==> config.mk <==
export PLATFORM = sky130hd
export DESIGN_NAME = lhp_queue
export DESIGN_NICKNAME = d
export VERILOG_FILES = /design/src/rtl/core/lhp_pkg.sv /design/src/rtl/core/lhp_queue.sv
export SDC_FILE = /design/constraint.sdc
export NUM_CORES = 1
export LEC_CHECK = 0
export ABC_AREA = 1
export BUFFER_PORTS_ARGS = -buffer_cell sky130_fd_sc_hd__buf_4
export CAP_MARGIN = 25
export CORE_ASPECT_RATIO = 1.1
export CORE_MARGIN = 8
export CORE_UTILIZATION = 35
export CTS_BUF_LIST = sky130_fd_sc_hd__clkbuf_8
export DETAILED_ROUTE_END_ITERATION = 8
export GPL_ROUTABILITY_DRIVEN = 0
export PLACE_DENSITY = 0.53
export SLEW_MARGIN = 15
export SYNTH_ARGS = -nofsm -noshare
export SYNTH_HDL_FRONTEND = slang
export SYNTH_SLANG_ARGS = --single-unit
==> constraint.sdc <==
create_clock -name i_clk -period 17.05 [get_ports i_clk]
set_input_delay 3.41 -clock i_clk [delete_from_list [all_inputs] [get_ports i_clk]]
set_output_delay 3.41 -clock i_clk [all_outputs]
set_load 0.01 [all_outputs]
==> src/rtl/core/lhp_pkg.sv <==
// Shared package for the latency histogram block: widths, bucket geometry,
// record and query request types. No dependencies.
package lhp_pkg;

    localparam int unsigned STAMP_W        = 63;
    localparam int unsigned CNT_W          = 32;
    localparam int unsigned SUM_W          = 64;
    localparam int unsigned NUM_INTERVALS  = 8;
    localparam int unsigned NUM_STAMPS     = 8;
    localparam int unsigned IV_W           = 3;
    localparam int unsigned BASE_EXP_D     = 6;
    localparam int unsigned LINEAR_D       = 64;
    localparam int unsigned SUB_BITS_D     = 4;
    localparam int unsigned OCTAVES_D      = 20;
    localparam int unsigned QDEPTH         = 4;
    localparam int unsigned QPTR_W         = 2;

    localparam logic FUNC_RECORD = 1'b0;
    localparam logic FUNC_QUERY  = 1'b1;

    typedef logic [STAMP_W-1:0] t_stamp;

    typedef struct packed {
        logic                       func;
        logic [IV_W-1:0]            sel;
        logic [NUM_INTERVALS-1:0]   span_ok;
        t_stamp [NUM_INTERVALS-1:0] span;
    } t_req;

endpackage

==> src/rtl/core/lhp_queue.sv <==
// Small request queue between the front and back ends of the latency
// histogram block. Depends on lhp_pkg.
module lhp_queue (
    input  logic          i_clk,
    input  logic          i_rst_n,
    input  logic          i_push,
    input  lhp_pkg::t_req i_req,
    input  logic          i_pop,
    output logic          o_empty,
    output logic [lhp_pkg::QPTR_W:0] o_count,
    output lhp_pkg::t_req o_req
);
    lhp_pkg::t_req r_mem [lhp_pkg::QDEPTH];
    logic [lhp_pkg::QPTR_W-1:0] r_wp;
    logic [lhp_pkg::QPTR_W-1:0] r_rp;
    logic [lhp_pkg::QPTR_W:0]   r_cnt;

    always_ff @(posedge i_clk) begin
        if (i_push) begin
            r_mem[r_wp] <= i_req;
        end
    end

    always_ff @(posedge i_clk) begin
        if (!i_rst_n) begin
            r_wp  <= '0;
            r_rp  <= '0;
            r_cnt <= '0;
        end else begin
            if (i_push) r_wp <= r_wp + 1'b1;
            if (i_pop)  r_rp <= r_rp + 1'b1;
            r_cnt <= r_cnt + {{lhp_pkg::QPTR_W{1'b0}}, i_push}
                           - {{lhp_pkg::QPTR_W{1'b0}}, i_pop};
        end
    end

    assign o_empty = (r_cnt == '0);
    assign o_count = r_cnt;
    assign o_req   = r_mem[r_rp];
endmodule

==> impl_results.md <==
- Outcome: completed
- Placed Instances: 9,902
- Die Wd: 475 um
- Layout Cells excl Fill: 10.5k
- FF-to-FF End: r_mem[3][144]
- Mapped Cells: 6,074
- Maximum vdd drop: 0.0000914 V
- RSZ-0062 raised after global routing: false
- Final worst slack: 8.27 ns
- Via density: 4.60
- Maxcap violations: 0
- R2R cell count: 6
- CP max FO: 210
- CP Data Arrival Time: 5.37 ns
- First-pass GRT wire length: 301 mm
- Min Hold Slack: 0.468 ns
- Final setup fails: 0
- Post-Syn Area: 0.0809 sq mm
- Clock latency at the later pin of the worst-skew pair: 1.06 ns
- Maximum clock rate: 0.114 GHz
- Utilization after layout: 42.5%
- Pwr dens: 114 mW/mm^2
- 1st-iter DRT viols: 3,065
- Cell Chain, Critical Path: buf_4 -> buf_4 -> buf_12 -> buf_4 -> a21oi_1 -> o21ai_0 -> nand2_1 -> buf_4
- Hold Fails Final Rpt: 0
- Port Buffers: 1,039
- Site Rows: 185
- CTS root buffer: clkbuf_8
- Synth cell types: 17
- Post-Layout Inst Area: 0.0979 sq mm
- Reg-to-reg setup timing slack: 12.81 ns
- WS Path Type: flop to primary output
- Die area: 0.247 sq mm
- Routed wire length per instance: 19.7 um
- Gr ovfl total: 0
- Rel. slew slack: 15.3%
- Yosys Warn Count: 0
- Layout cell share with drive strength beyond 1: 20.5%
- Most frequent cells in the layout: edfxtp_1, inv_1, buf_4
- Syn Area/Cell: 13.3 sq um
- H-tree depth: 5
- Slowest CP cell: dfxtp_4
- Most common cell after layout, fill and taps aside: edfxtp_1
- Detail Route Antenna Nets: 0
- Seq/Total Area, Yosys: 76.8%
- Post-DP HPWL: 130 mm
- CP endpoint kind: primary output
- Post_cts resized: 0
- CTS max path bufs: 4
- Layout area overhead: 21.0%
- Worst-margin pin slew: 1.27 ns
- Final Power: 11.1 mW
- Setup_tns: 0 ns
- Largest net degree at the start of global routing: 281
- Final Cycle Share: 51.5%
- Post-CTS Setup Bufs: 0
- Initial Util: 35.1%
- Clock transition at path regs: 0.06 ns
- Final min period: 8.78 ns
- DR pass1 iterations: 5
- # hold bufs at CTS: 0
- Mapped Nets: 6,601
- Lkg Pwr: 37.7 nW
- Vias in the first global route: 46.2k
- Final clock skew: 0.109 ns
- Via count: 48.5k
- Worst hold path type: flop to flop
- CTS tree: built
- Total I/O pin count: 1,040
- End point of the critical path: o_req[194]
- Total wire length: 208 mm
- Clk sink count: 2,073
- Initial antenna violation count: 52
- Die Ht: 520 um
- FF+latch count, synth: 2,073
- GRT Total Usage: 16.0%
- Post-Place Worst Slack: 9.26 ns
- Slowest stage delay, CP: 0.87 ns
- CP most frequent cell: buf_4
- Core box area: 0.231 sq mm
- Fin nets: 7,712
- DRC Markers: 0
- Crit start category: flop
- Placed cell area: 0.0914 sq mm
- Slew Viols, Final: 0
- Critical Path RT: 13.64 ns
- TritonCTS Buffers: 360
- R2R Path Start: r_wp[0]
-- registers in the layout, summed over array words and instances (netlist names), named ones only --
name	count
o_count	3
r_rp	2
r_wp	2
r_mem	2064
-- metal layers --
layer / wire length, um / global-route usage (%)
met1: 84500 / 19.4
met2: 99900 / 26.3
met3: 17500 / 5.94
met4: 5890 / 5.56
met5: 310 / 0
-- final cells by class --
class                      instances  area, sq um
tap                             3085         3860
antenna                           25         62.6
clock buffer                     364         5010
timing repair buffer            1093         8490
fill                           21400       133000
clock inverter                   245         1250
sequential                      2073        62200
inverter                        1047         3960
multi-input combinational       2610        13100
-- power by group --
group	switching, mW	total (mW)	internal, mW
Combinational	0.767	1.21	0.443
Sequential	0.0478	5.89	5.84
Clock	1.95	4.05	2.09
-- cells by family after synthesis --
family,count (synthesis),synth area share (%)
simple gates,1045,4.85
compound gates,1558,11.2
fa+ha+maj,7,0.117
buf+inv,1391,7.01
flops,2073,76.8
-- Yosys cell counts --
library cell | number | share of area (%)
inv_1 | 1047 | 4.9
dfxtp_1 | 9 | 0.22
buf_1 | 2 | 0.0093
a21oi_1 | 522 | 3.2
o21ai_0 | 520 | 3.2
buf_2 | 302 | 1.9
buf_4 | 13 | 0.12
edfxtp_1 | 2064 | 77
fa_1 | 1 | 0.025
ha_1 | 6 | 0.093
o211ai_1 | 516 | 4.8
nor2_1 | 1 | 0.0046
buf_6 | 4 | 0.056
nand3_1 | 1 | 0.0062
clkbuf_1 | 23 | 0.11
nor3_1 | 1 | 0.0062
nand2_1 | 1042 | 4.8
-- worst min path at each step --
| stage | startpoint | endpoint | slack, ns | cells after the start |
|---|---|---|---|---|
| 2_1_floorplan | r_rp[1] | flop | 0.44 | 2 |
| 3_3_place_gp | r_rp[0] | flop | 0.45 | 1 |
| 3_5_place_dp | r_rp[1] | flop | 0.45 | 2 |
| 4_1_cts | r_rp[1] | flop | 0.47 | 2 |
| 5_1_grt | r_rp[0] | flop | 0.48 | 1 |
| 6_report | r_rp[1] | flop | 0.47 | 2 |
-- critical path, delay by kind of cell (launching register included) --
family | cells | cell delay (ns)
compound gates | 2 | 0.27
buf+inv | 5 | 2.84
flops | 1 | 0.87
simple gates | 1 | 0.16
(Power assumes the default switching activity.)
