<file path="config.mk">
export PLATFORM = sky130hd
export DESIGN_NAME = lhp_front
export DESIGN_NICKNAME = d
export VERILOG_FILES = /design/src/rtl/core/lhp_pkg.sv /design/src/rtl/core/lhp_front.sv
export SDC_FILE = /design/constraint.sdc
export NUM_CORES = 2
export LEC_CHECK = 0
export BUFFER_PORTS_ARGS = -buffer_cell sky130_fd_sc_hd__buf_2
export CELL_PAD_IN_SITES_DETAIL_PLACEMENT = 1
export CELL_PAD_IN_SITES_GLOBAL_PLACEMENT = 1
export CORE_AREA = 2 2 405 407
export CTS_CLUSTER_DIAMETER = 40
export DETAILED_ROUTE_END_ITERATION = 10
export DIE_AREA = 0 0 407 409
export PLACE_DENSITY_LB_ADDON = 0.1
export SLEW_MARGIN = 20
export SYNTH_ARGS = -nofsm -noshare
export SYNTH_HDL_FRONTEND = slang
export SYNTH_SLANG_ARGS = --single-unit
</file>
<file path="constraint.sdc">
create_clock -name i_clk -period 5.92 [get_ports i_clk]
set_input_delay 0.296 -clock i_clk [delete_from_list [all_inputs] [get_ports i_clk]]
set_output_delay 0.296 -clock i_clk [all_outputs]
set_load 0.02 [all_outputs]
</file>
<file path="src/rtl/core/lhp_pkg.sv">
// Shared package for the latency histogram block: widths, bucket geometry,
// record and query request types. No dependencies.
package lhp_pkg;

    localparam int unsigned STAMP_W        = 63;
    localparam int unsigned CNT_W          = 32;
    localparam int unsigned SUM_W          = 64;
    localparam int unsigned NUM_INTERVALS  = 8;
    localparam int unsigned NUM_STAMPS     = 8;
    localparam int unsigned IV_W           = 3;
    localparam int unsigned BASE_EXP_D     = 6;
    localparam int unsigned LINEAR_D       = 64;
    localparam int unsigned SUB_BITS_D     = 4;
    localparam int unsigned OCTAVES_D      = 20;
    localparam int unsigned QDEPTH         = 4;
    localparam int unsigned QPTR_W         = 2;

    localparam logic FUNC_RECORD = 1'b0;
    localparam logic FUNC_QUERY  = 1'b1;

    typedef logic [STAMP_W-1:0] t_stamp;

    typedef struct packed {
        logic                       func;
        logic [IV_W-1:0]            sel;
        logic [NUM_INTERVALS-1:0]   span_ok;
        t_stamp [NUM_INTERVALS-1:0] span;
    } t_req;

endpackage

</file>
<file path="src/rtl/core/lhp_front.sv">
// Front end of the latency histogram block: accepts commands, measures the
// eight interval spans of a record and forms a request. Depends on lhp_pkg.
module lhp_front (
    input  logic                   i_clk,
    input  logic                   i_rst_n,
    input  logic                   i_take,
    input  logic                   i_trace_enable,
    input  logic                   i_func,
    input  lhp_pkg::t_stamp [lhp_pkg::NUM_STAMPS-1:0] i_stamps,
    input  logic                   i_record_active,
    input  logic [lhp_pkg::IV_W-1:0] i_interval_sel,
    output logic                   o_valid,
    output lhp_pkg::t_req          o_req
);
    localparam logic [2:0] FROM [8] = '{3'd0, 3'd1, 3'd2, 3'd3, 3'd4, 3'd5, 3'd6, 3'd0};
    localparam logic [2:0] TO   [8] = '{3'd1, 3'd2, 3'd3, 3'd4, 3'd5, 3'd6, 3'd7, 3'd7};

    logic          r_valid;
    lhp_pkg::t_req r_req;
    lhp_pkg::t_req n_req;
    logic          n_valid;

    always_comb begin
        lhp_pkg::t_stamp a;
        lhp_pkg::t_stamp b;
        n_req      = '0;
        n_req.func = i_func;
        n_req.sel  = i_interval_sel;
        for (int i = 0; i < lhp_pkg::NUM_INTERVALS; i++) begin
            a = i_stamps[FROM[i]];
            b = i_stamps[TO[i]];
            n_req.span[i]    = b - a;
            n_req.span_ok[i] = (a != '0) && (b != '0) && (b >= a);
        end
        n_valid = i_take && ((i_func == lhp_pkg::FUNC_QUERY) ||
                             (i_trace_enable && i_record_active));
    end

    always_ff @(posedge i_clk) begin
        if (!i_rst_n) begin
            r_valid <= 1'b0;
        end else begin
            r_valid <= n_valid;
        end
        r_req <= n_req;
    end

    assign o_valid = r_valid;
    assign o_req   = r_req;
endmodule

</file>
==> results.yml <==
run_status:
  outcome: "finished, final reports clean"
floorplanning:
  initial_utilization_pct: 26.6
  design.portCount: 1030
  die_h_um: 409
  die_width_um: 407
  core_region_area_um2: 162000
  die_footprint_um2: 166000
  placement_rows: 148
synth:
  post_syn_nets: 6631
  synth_top_family_by_area: "compound AO/OA/AOI/OAI gates"
  synth_ff_type: "sky130_fd_sc_hd__dfxtp_1"
  postSynthRegisterBits: 517
  netlist.area_leader.share_pct: 24.1
  synth_largest_area_cell: "sky130_fd_sc_hd__dfxtp_1"
  cell_count_after_synthesis: 5606
  synth.area.mux_share_pct: 0.122
  synthesis.yosys.warnings: 0
  synth.top_cells.by_area: "sky130_fd_sc_hd__dfxtp_1 (24%), sky130_fd_sc_hd__ha_1 (15%), sky130_fd_sc_hd__a21oi_1 (6.9%)"
  post_synth_xor_area_fraction_pct: 9.41
  mappedNetlistArea_um2: 43000
  synth_compound_area_share_pct: 26.0
  synthAdderAreaFrac_pct: 15.0
  synth_area_per_cell_um2: 7.67
  asyncSetResetFlopFracSynth_pct: 0
  synth_simple_gate_area_share_pct: 18.3
  ys_seq_area_share_pct: 24.1
  synth_edf_count: 0
  synth.lib_cells_used.distinct: 107
critical_path:
  cpLargestDelayFamily: "compound AO/OA/AOI/OAI gates"
  crit_arrival_ns: 4.29
  crit_type: "input port to register"
  timing.critical_path.mode_cell: "sky130_fd_sc_hd__o211ai_1"
  worst_path_max_stage_delay_ns: 0.64
  crit_fanout: 4
  cp_data_required_time_ns: 6.57
  worst_path_cell_chain: "dlygate4sd3_1 > buf_2 > inv_1 > ha_1 > nand2b_1 > a21oi_1 > o21ai_1 > a211oi_1 > o211ai_1 > a31o_1 > a2111o_1 > o211ai_1 > nand4_1 > a311oi_1"
  kind_of_start_point_of_the_critical_path: "input port"
  number_of_buffers_and_inverters_on_the_critical_path: 3
  cp_slowest_cell: "sky130_fd_sc_hd__a211oi_1"
  timing.critical_path.to_type: "register"
detailed_routing:
  post_detailed_route_wirelength_per_cell_um: 31.2
  wire_length_reported_by_the_detailed_router_um: 276000
  postRouteAntennaNets: 0
  detail_route.drc_violations: 0
  drt-initial-drc-count: 3504
  drt_pass1_iterations: 5
  drt-vias-per-instance: 5.43
  detailroute.via_count: 48000
timing:
  hold_viol_final: 0
  final-setup-viol-count: 0
  unrepaired_setup_endpoints_after_global_routing: "false"
  finalMaxSlewViolations: 0
  final.min_clock_period_ns: 3.64
  setup-tns-final_ns: 0
  fin_crit_sh_pct: 61.5
  achievable-frequency_ghz: 0.275
  tightestPinTransition_ns: 1.17
  slew_headroom_pct: 21.4
clock_tree:
  clock_tree.htree_level_count: 3
  cts_root_buf: "sky130_fd_sc_hd__clkbuf_16"
  post_cts_buffers: 0
  cts.repair.resized: 0
  cts_hold_buf: 15
  clk_transition_reported_paths_ns: 0.05
  clock_tree_from_tritoncts: "built"
  clk_sink_count: 517
  cts_buffers: 116
  clock_tree.buffer_depth: 3
placement:
  dpl.cell_count: 8607
  port_buffers: 1029
  place.gp.congestion: 0.979
  total_cell_area_at_the_placement_stage_um2: 50100
  place_hpwl_um: 240000
pwr:
  total_leakage_power_nw: 26.2
  post-layout-total-power_w: 0.0183
  power.density_nw_per_um2: 337
  vdd_ir_drop_max_mv: 0.221
layout:
  post-route-cell-area_um2: 54400
  layout.nets: 7590
  areaGrowthSynthToFinish_pct: 26.5
  final_core_utilization_pct: 33.6
  post_route_cells_drive_above_1_share_pct: 19.8
  num-fill-cells: 19900
  number_of_non_filler_instances_in_the_completed_layout: 8850
global_route:
  grtUsageTotal_pct: 31.8
  globalRoute.totalOverflow: 0
  global_route_wire_length_before_repair_um: 375000
  grt_max_degree: 17
  first_global_vias: 48500
  antenna_found_initial: 37
worst_hold_path:
  worst_hold_path_type: "input port to register"
flow_run:
  max-cap-violations: 0
==> final cells by class <==
cell class                      instances  area [um2]  area share [%]
Clock inverter                         91        1080            1.98
Multi-Input combinational cell       4279       29600            54.4
Timing Repair Buffer                 1049        5340            9.81
Antenna cell                            9        22.5          0.0414
Sequential cell                       517       10300            19.0
Inverter                              602        2260            4.15
Tap cell                             2175        2720            5.00
Clock buffer                          128        3050            5.60
==> synthesized netlist by cell type, drive strengths merged (7+ instances only) <==
master,number
inv,601
a21oi,597
dfxtp,517
ha,504
nand2,363
nor2,329
o21ai,325
xnor2,285
a21o,263
nand4,188
clkbuf,177
xor2,177
nor4,155
nand3,116
o21bai,115
nor3,82
nand2b,75
a31oi,70
nor2b,61
a211oi,56
and3,55
o21a,52
and2,43
o211ai,41
buf,31
o31ai,27
or2,25
a21boi,24
or3,19
a311oi,16
o31a,15
a2111oi,14
a221o,14
a221oi,13
a41oi,11
and4,11
o221ai,10
a211o,9
fa,8
o2111ai,7
o311ai,7
==> path summary, 6_finish.rpt <==
path / from / to / slack (ns) / cells past startpoint
worst max-delay path: i_stamps[253] / o_req[508]$_DFF_P_ / 2.28 / 14
worst min-delay path: i_stamps[378] / o_req[315]$_DFF_P_ / 0.07 / 4
==> through the flow <==
stage,setup slack [ns],hold WS (ns)
after floorplan,2.92,0.324
after global placement,1.80,0.398
after detailed placement,1.84,0.402
after CTS,2.38,0.00169
after global routing,2.19,0.0640
final,2.28,0.0722
==> cells in the final DEF (no fill, tap or decap), types with 188 or more instances in the layout <==
cell type                 instances
sky130_fd_sc_hd__inv_1          600
sky130_fd_sc_hd__nand4_1        188
sky130_fd_sc_hd__o21ai_0        247
sky130_fd_sc_hd__a21o_1         263
sky130_fd_sc_hd__nand2_1        363
sky130_fd_sc_hd__a21oi_1        591
sky130_fd_sc_hd__nor2_1         326
sky130_fd_sc_hd__buf_2         1029
sky130_fd_sc_hd__ha_1           504
sky130_fd_sc_hd__xnor2_1        285
sky130_fd_sc_hd__dfxtp_1        517
==> cells by family (layout without fill, tap and decap cells) <==
group	Yosys count	count (layout)
buf+inv	810	1870
xor+xnor	462	462
fa+ha+maj	512	512
compound gates	1746	1746
mux	5	5
simple gates	1554	1554
flops	517	517
other cells	0	9
==> registers in the layout, summed over array words and instances, names as in the netlist <==
| register | flops |
|---|---|
| o_valid | 1 |
| o_req | 516 |
==> where the power goes <==
group	switching (W)	leakage [nW]	internal [W]
sequential	0.000466	4.36	0.00430
clock	0.00247	1.96	0.00434
combinational	0.00461	19.8	0.00213
==> layer usage <==
metal / GRT usage [%] / vias to the layer above / wire length, um
met1: 40.4 / 23500 / 118000
met4: 18.9 / 22 / 18400
met2: 50.2 / 1875 / 122000
met5: 0 / - / 138
li1: - / 22100 / -
met3: 5.30 / 549 / 17200
Note: power is estimated with default switching activity, not from simulation.
